[src/rtl/rvwe_pkg.sv]
// ----------------------------------------------------------------------------
// rvwe_pkg
// Shared widths, constants, the CORDIC arctangent table and the item
// sideband type of the rotated vector weight expander.
// ----------------------------------------------------------------------------
package rvwe_pkg;

  localparam int IDX_W    = 20;   // cell index width
  localparam int COL_W    = 21;   // column and cell count width
  localparam int VAL_W    = 18;   // signed Q2.16 weight and value
  localparam int ANG_W    = 16;   // angle, fraction of a full turn
  localparam int PH_W     = 32;   // CORDIC phase and datapath width
  localparam int STAGES   = 16;   // CORDIC iterations
  localparam int FRAC_SH  = 30;   // scale of cos and sin
  localparam int PROD_W   = VAL_W + PH_W;
  localparam int QUOT_W   = PROD_W - FRAC_SH;

  // Reset value of the source cell count.
  localparam logic [COL_W-1:0] COUNT_RESET = COL_W'(1048576);

  // One eighth of a turn, used to round the angle to the nearest quadrant.
  localparam logic [ANG_W-1:0] ANG_EIGHTH = ANG_W'(1 << (ANG_W - 3));

  // CORDIC start value: the inverse gain times 2^30.
  localparam logic signed [PH_W-1:0] CORDIC_X0 = 32'sd652032874;

  // Rounding offset and saturation bounds of the scaled value.
  localparam logic signed [PROD_W-1:0] ROUND_HALF = PROD_W'(1) <<< (FRAC_SH - 1);
  localparam logic signed [QUOT_W-1:0] VALUE_MAX  = QUOT_W'(131071);
  localparam logic signed [QUOT_W-1:0] VALUE_MIN  = -QUOT_W'(131072);

  // Target matrix codes.
  localparam logic MAT_U = 1'b0;
  localparam logic MAT_V = 1'b1;

  // Sideband that travels with an item through the CORDIC pipeline.
  typedef struct packed {
    logic [IDX_W-1:0]        row;
    logic [IDX_W-1:0]        src;
    logic [COL_W-1:0]        col_v;
    logic                    err;
    logic signed [VAL_W-1:0] weight;
    logic [1:0]              quad;
  } meta_t;

  // Arctangent of 2^-i in units of 2^-32 turn.
  function automatic logic signed [PH_W-1:0] atan_turn(input int unsigned i);
    logic signed [PH_W-1:0] a;
    case (i)
      0:  a = 32'sd536870912;
      1:  a = 32'sd316933406;
      2:  a = 32'sd167458907;
      3:  a = 32'sd85004757;
      4:  a = 32'sd42667331;
      5:  a = 32'sd21354465;
      6:  a = 32'sd10679838;
      7:  a = 32'sd5340245;
      8:  a = 32'sd2670163;
      9:  a = 32'sd1335087;
      10: a = 32'sd667544;
      11: a = 32'sd333772;
      12: a = 32'sd166886;
      13: a = 32'sd83443;
      14: a = 32'sd41721;
      15: a = 32'sd20861;
      default: a = '0;
    endcase
    return a;
  endfunction

endpackage

[src/rtl/rvwe_expand.sv]
// ----------------------------------------------------------------------------
// rvwe_expand
// Turns one rotated item into four weighted entries: an entry register, a
// multiply stage and a rounding and saturating output register.
// ----------------------------------------------------------------------------
module rvwe_expand
  import rvwe_pkg::*;
(
  input  logic                    clk,
  input  logic                    rst,
  input  logic                    in_valid,
  input  logic signed [PH_W-1:0]  in_cos,
  input  logic signed [PH_W-1:0]  in_sin,
  input  meta_t                   in_meta,
  output logic                    in_take,
  output logic                    out_valid,
  input  logic                    out_ready,
  output logic                    target_matrix,
  output logic [IDX_W-1:0]        row,
  output logic [COL_W-1:0]        column,
  output logic signed [VAL_W-1:0] value,
  output logic                    last,
  output logic                    index_error
);

  // Entry order within one item.
  typedef enum logic [1:0] {
    ENT_U_COS = 2'd0,
    ENT_U_SIN = 2'd1,
    ENT_V_NSIN = 2'd2,
    ENT_V_COS = 2'd3
  } entry_t;

  // Held item and entry counter.
  logic                   hv;
  logic signed [PH_W-1:0] hc, hs;
  meta_t                  hm;
  entry_t                 cnt;

  // Multiply stage.
  logic                     mv;
  logic signed [PROD_W-1:0] prod;
  logic                     m_mat, m_last, m_err;
  logic [IDX_W-1:0]         m_row;
  logic [COL_W-1:0]         m_col;

  logic                     o_en, m_en, emit, done;
  logic signed [PH_W-1:0]   t_sel;
  logic signed [PROD_W-1:0] rsum;
  logic signed [QUOT_W-1:0] quot;
  logic signed [VAL_W-1:0]  sat;

  // Flow control from the output side back to the held item.
  assign o_en    = !out_valid || out_ready;
  assign m_en    = !mv || o_en;
  assign emit    = hv && m_en;
  assign done    = emit && (cnt == ENT_V_COS);
  assign in_take = !hv || done;

  // Factor for the current entry.
  always_comb begin
    case (cnt)
      ENT_U_COS:  t_sel = hc;
      ENT_U_SIN:  t_sel = hs;
      ENT_V_NSIN: t_sel = -hs;
      ENT_V_COS:  t_sel = hc;
      default:    t_sel = hc;
    endcase
  end

  // Round half up, then saturate to the value range.
  always_comb begin
    rsum = prod + ROUND_HALF;
    quot = QUOT_W'(rsum >>> FRAC_SH);
    if (quot > VALUE_MAX) begin
      sat = VAL_W'(VALUE_MAX);
    end else if (quot < VALUE_MIN) begin
      sat = VAL_W'(VALUE_MIN);
    end else begin
      sat = VAL_W'(quot);
    end
  end

  // Control registers.
  always_ff @(posedge clk) begin
    if (rst) begin
      hv        <= 1'b0;
      cnt       <= ENT_U_COS;
      mv        <= 1'b0;
      out_valid <= 1'b0;
    end else begin
      if (in_take) begin
        hv  <= in_valid;
        cnt <= ENT_U_COS;
      end else if (emit) begin
        cnt <= entry_t'(cnt + 2'd1);
      end
      if (m_en) begin
        mv <= emit;
      end
      if (o_en) begin
        out_valid <= mv;
      end
    end
  end

  // Payload registers.
  always_ff @(posedge clk) begin
    if (in_take && in_valid) begin
      hc <= in_cos;
      hs <= in_sin;
      hm <= in_meta;
    end
    if (emit) begin
      prod   <= PROD_W'(hm.weight) * PROD_W'(t_sel);
      m_mat  <= cnt[1] ? MAT_V : MAT_U;
      m_col  <= cnt[0] ? hm.col_v : {1'b0, hm.src};
      m_row  <= hm.row;
      m_last <= (cnt == ENT_V_COS);
      m_err  <= hm.err;
    end
    if (o_en && mv) begin
      target_matrix <= m_mat;
      row           <= m_row;
      column        <= m_col;
      value         <= sat;
      last          <= m_last;
      index_error   <= m_err;
    end
  end

endmodule

[config.mk]
export PLATFORM = sky130hd
export DESIGN_NAME = rvwe_expand
export DESIGN_NICKNAME = d
export VERILOG_FILES = /design/src/rtl/rvwe_pkg.sv /design/src/rtl/rvwe_expand.sv
export SDC_FILE = /design/constraint.sdc
export NUM_CORES = 2
export LEC_CHECK = 0
export BUFFER_PORTS_ARGS = -buffer_cell sky130_fd_sc_hd__buf_2
export CAP_MARGIN = 20
export CORE_MARGIN = 1.5
export CORE_UTILIZATION = 40
export CTS_CLUSTER_DIAMETER = 40
export DETAILED_ROUTE_END_ITERATION = 8
export HOLD_SLACK_MARGIN = 0.12
export PLACE_DENSITY = 0.59
export SYNTH_ARGS = -nofsm -noshare
export SYNTH_HDL_FRONTEND = slang
export SYNTH_SLANG_ARGS = --single-unit
[constraint.sdc]
create_clock -name clk -period 10.9 [get_ports clk]
set_input_delay 1.635 -clock clk [delete_from_list [all_inputs] [get_ports clk]]
set_output_delay 1.635 -clock clk [all_outputs]
set_load 0.02 [all_outputs]
==> flow_metrics.env <==
export IMPL_reg2reg_depth=27
export IMPL_drive_above_1_share=0.1282
export IMPL_min_from="m_col[15]"
export IMPL_min_path_type="flip-flop to flip-flop"
export IMPL_topRoutingLayerUsed="met4"
export IMPL_max_clock_path_buffers=3
export IMPL_grt_antenna_before_repair=3
export IMPL_rsz0062_at_grt="false"
export IMPL_status="complete, no violations"
export IMPL_skew_ps=43.26
export IMPL_netlist_top_cells_count="inv_1, fa_1, nand2_1"
export IMPL_cts_tree="done"
export IMPL_htreeDepth=2
export IMPL_drcViolationCount=0
export IMPL_wl_met2_mm=33.06
export IMPL_cts_resized=0
export IMPL_grt_ovfl_total=0
export IMPL_drtAntennaViolNets=0
export IMPL_hold_violations=0
export IMPL_tightest_slew_ps=1126
export IMPL_grt_max_degree=83
export IMPL_whs_path_depth=0
export IMPL_syn2layout_area_growth_pct=12.28
export IMPL_rows=100
export IMPL_ys_flop_type="edfxtp_1"
export IMPL_initial_core_util=0.4030
export IMPL_die_width_um=276.4
export IMPL_dr_wl_met3_mm=4.248
export IMPL_ys_types=72
export IMPL_fmax_ghz=0.1122
export IMPL_path_clk_slew_ps=60
export IMPL_finalSetupTns_ps=0
export IMPL_crit_type="flip-flop to flip-flop"
export IMPL_r2r_start="hs[0]"
export IMPL_end_kind="flip-flop"
export IMPL_async_reset_ff_frac=0
export IMPL_ys_warn_count=0
export IMPL_max_slew_margin=0.2495
export IMPL_synth_edf_count=271
export IMPL_vias=19850
export IMPL_postSynthCellCount=2834
export IMPL_synth_top_area_frac=0.3703
export IMPL_r2r_setup_slack_ps=1990
export IMPL_setup_viol=0
export IMPL_grt_usage=0.1972
export IMPL_cap_violations=0
export IMPL_synth_seq_cells=276
export IMPL_dr_first_iter_drc_count=1158
export IMPL_cts_setup_buffers=0
export IMPL_gp_congestion=0.8626
export IMPL_worstHoldEndpoint="column[15]"
export IMPL_finalWirelength_mm=72.35
export IMPL_synth_area_sq_um=29900
export IMPL_ios=214
export IMPL_grt_pass1_vias=20890
export IMPL_cts_inserted_buffers=41
export IMPL_r2r_end="prod[49]"
export IMPL_portBuffers=211
export IMPL_avgSynthCellArea_sq_um=10.55
export IMPL_yosysTopAreaCell="fa_1"
export IMPL_clkSinkCount=276
export IMPL_die_h_um=276.4
export IMPL_synth_area_leaders="fa_1, edfxtp_1, inv_1"
export IMPL_crit_path_start_kind="flip-flop"
export IMPL_core_area_sq_um=74200
export IMPL_finalCritPeriodShare=0.8178
export IMPL_worstSkewPairLatency_ps=580
export IMPL_fin_crit_ps=8914
export IMPL_drv_slew=0
export IMPL_required_ps=11200
export IMPL_worstPathArrival_ps=9210
export IMPL_yosysMostFrequentCell="inv_1"
export IMPL_wl_per_cell_um=17.91
export IMPL_yosysSeqAreaShare=0.2755
export IMPL_die_area_sq_um=76400
export IMPL_met1Wirelength_mm=33.07
export IMPL_root_buffer="clkbuf_16"
export IMPL_fin_nets=3858
export IMPL_grt_pass1_wl_mm=116.9
export IMPL_cts_hold_buf=0
export IMPL_synth_fp_nets=3657
export IMPL_vias_per_cell=4.914
export IMPL_dp_hpwl_mm=53.83
export IMPL_worstPathMaxFanout=12
export IMPL_first_pass_iters=5
-- worst max-delay path, cell delays in order, from the launching register on --
cell and delay, ps:
edfxtp_1 420, inv_1 80, ha_1 200, nor4b_2 400, nand3_1 300, nor3_1 430
and2_1 270, a31oi_1 100, o21ai_1 770, buf_4 330, and2_1 170, fa_1 410
fa_1 540, fa_1 440, fa_1 510, fa_1 490, inv_1 50, fa_1 470
inv_1 40, ha_1 390, a21o_1 220, a21o_1 170, a2111oi_0 610, and2_1 210
o21ai_1 120, a21o_1 220, a21oi_1 160, xnor2_1 90
-- area by class of cell --
type / instances / area [sq um]
well taps: 969 / 1212
inverters: 675 / 2534
diodes: 4 / 10.01
repair buffers: 272 / 1534
clock inverters: 30 / 280.3
clock buffers: 44 / 1037
flip-flops and latches: 276 / 8238
multi-input cells: 1769 / 18720
fillers: 7023 / 40630
-- per-layer routing --
metal  up-vias  GRT usage
met5         -          0
met4         0    0.05652
met3       125    0.02797
met2       581     0.3118
met1     10070     0.2833
li1       9068          -
-- how the worst max path moves through the flow --
stage / startpoint / endpoint / slack [ps]
final: hs[0] / prod[49] / 1990
after global routing: hs[1] / prod[49] / 1340
after CTS: hs[0] / prod[42] / 1990
after detailed placement: hs[0] / prod[46] / 2030
after global placement: hs[1] / prod[48] / 2090
after floorplan: cnt[0] / prod[49] / 2820
-- through the flow --
step                      instances  worst slack [ps]  area (sq um)  hold WS, ps  utilization
after floorplan                2834              2822         29900        400.3            -
after global placement         3959              2085         32210        400.3       0.4341
after detailed placement       3959              2030         32210        404.5       0.4341
after CTS                      4033              1993         33520        405.9       0.4518
after global routing           4038              1343         33570        421.1       0.4524
final                          4039              1986         33570        414.6       0.4524
-- registers in the layout, summed over array words and instances, names as in the netlist, 2 cells and up --
register and flops:
prod 21, value 18, row 20, m_col 21, hm 80, cnt 2, hs 32, hc 32
m_row 20, column 21
-- kinds of logic after synthesis --
kind of cell             synth area share
flip-flops                         0.2755
XOR/XNOR                          0.01406
buffers and inverters             0.09985
AO/OA/AOI/OAI                     0.04712
multiplexers                     0.009876
adder cells (fa/ha/maj)            0.4205
AND/OR/NAND/NOR                    0.1331
-- placed cells by master, fill, tap and decap left out, types with 43 or more instances in the layout --
cell,synthesis,final
and2_1,237,235
nand2_1,351,351
edfxtp_1,271,271
nor2_1,86,86
ha_1,120,119
buf_4,1,59
buf_2,4,211
fa_1,553,553
inv_1,674,674
a21oi_1,43,43
Power is not shown: default switching activity piles up to over one toggle a cycle in this logic, so the estimate is an artifact.
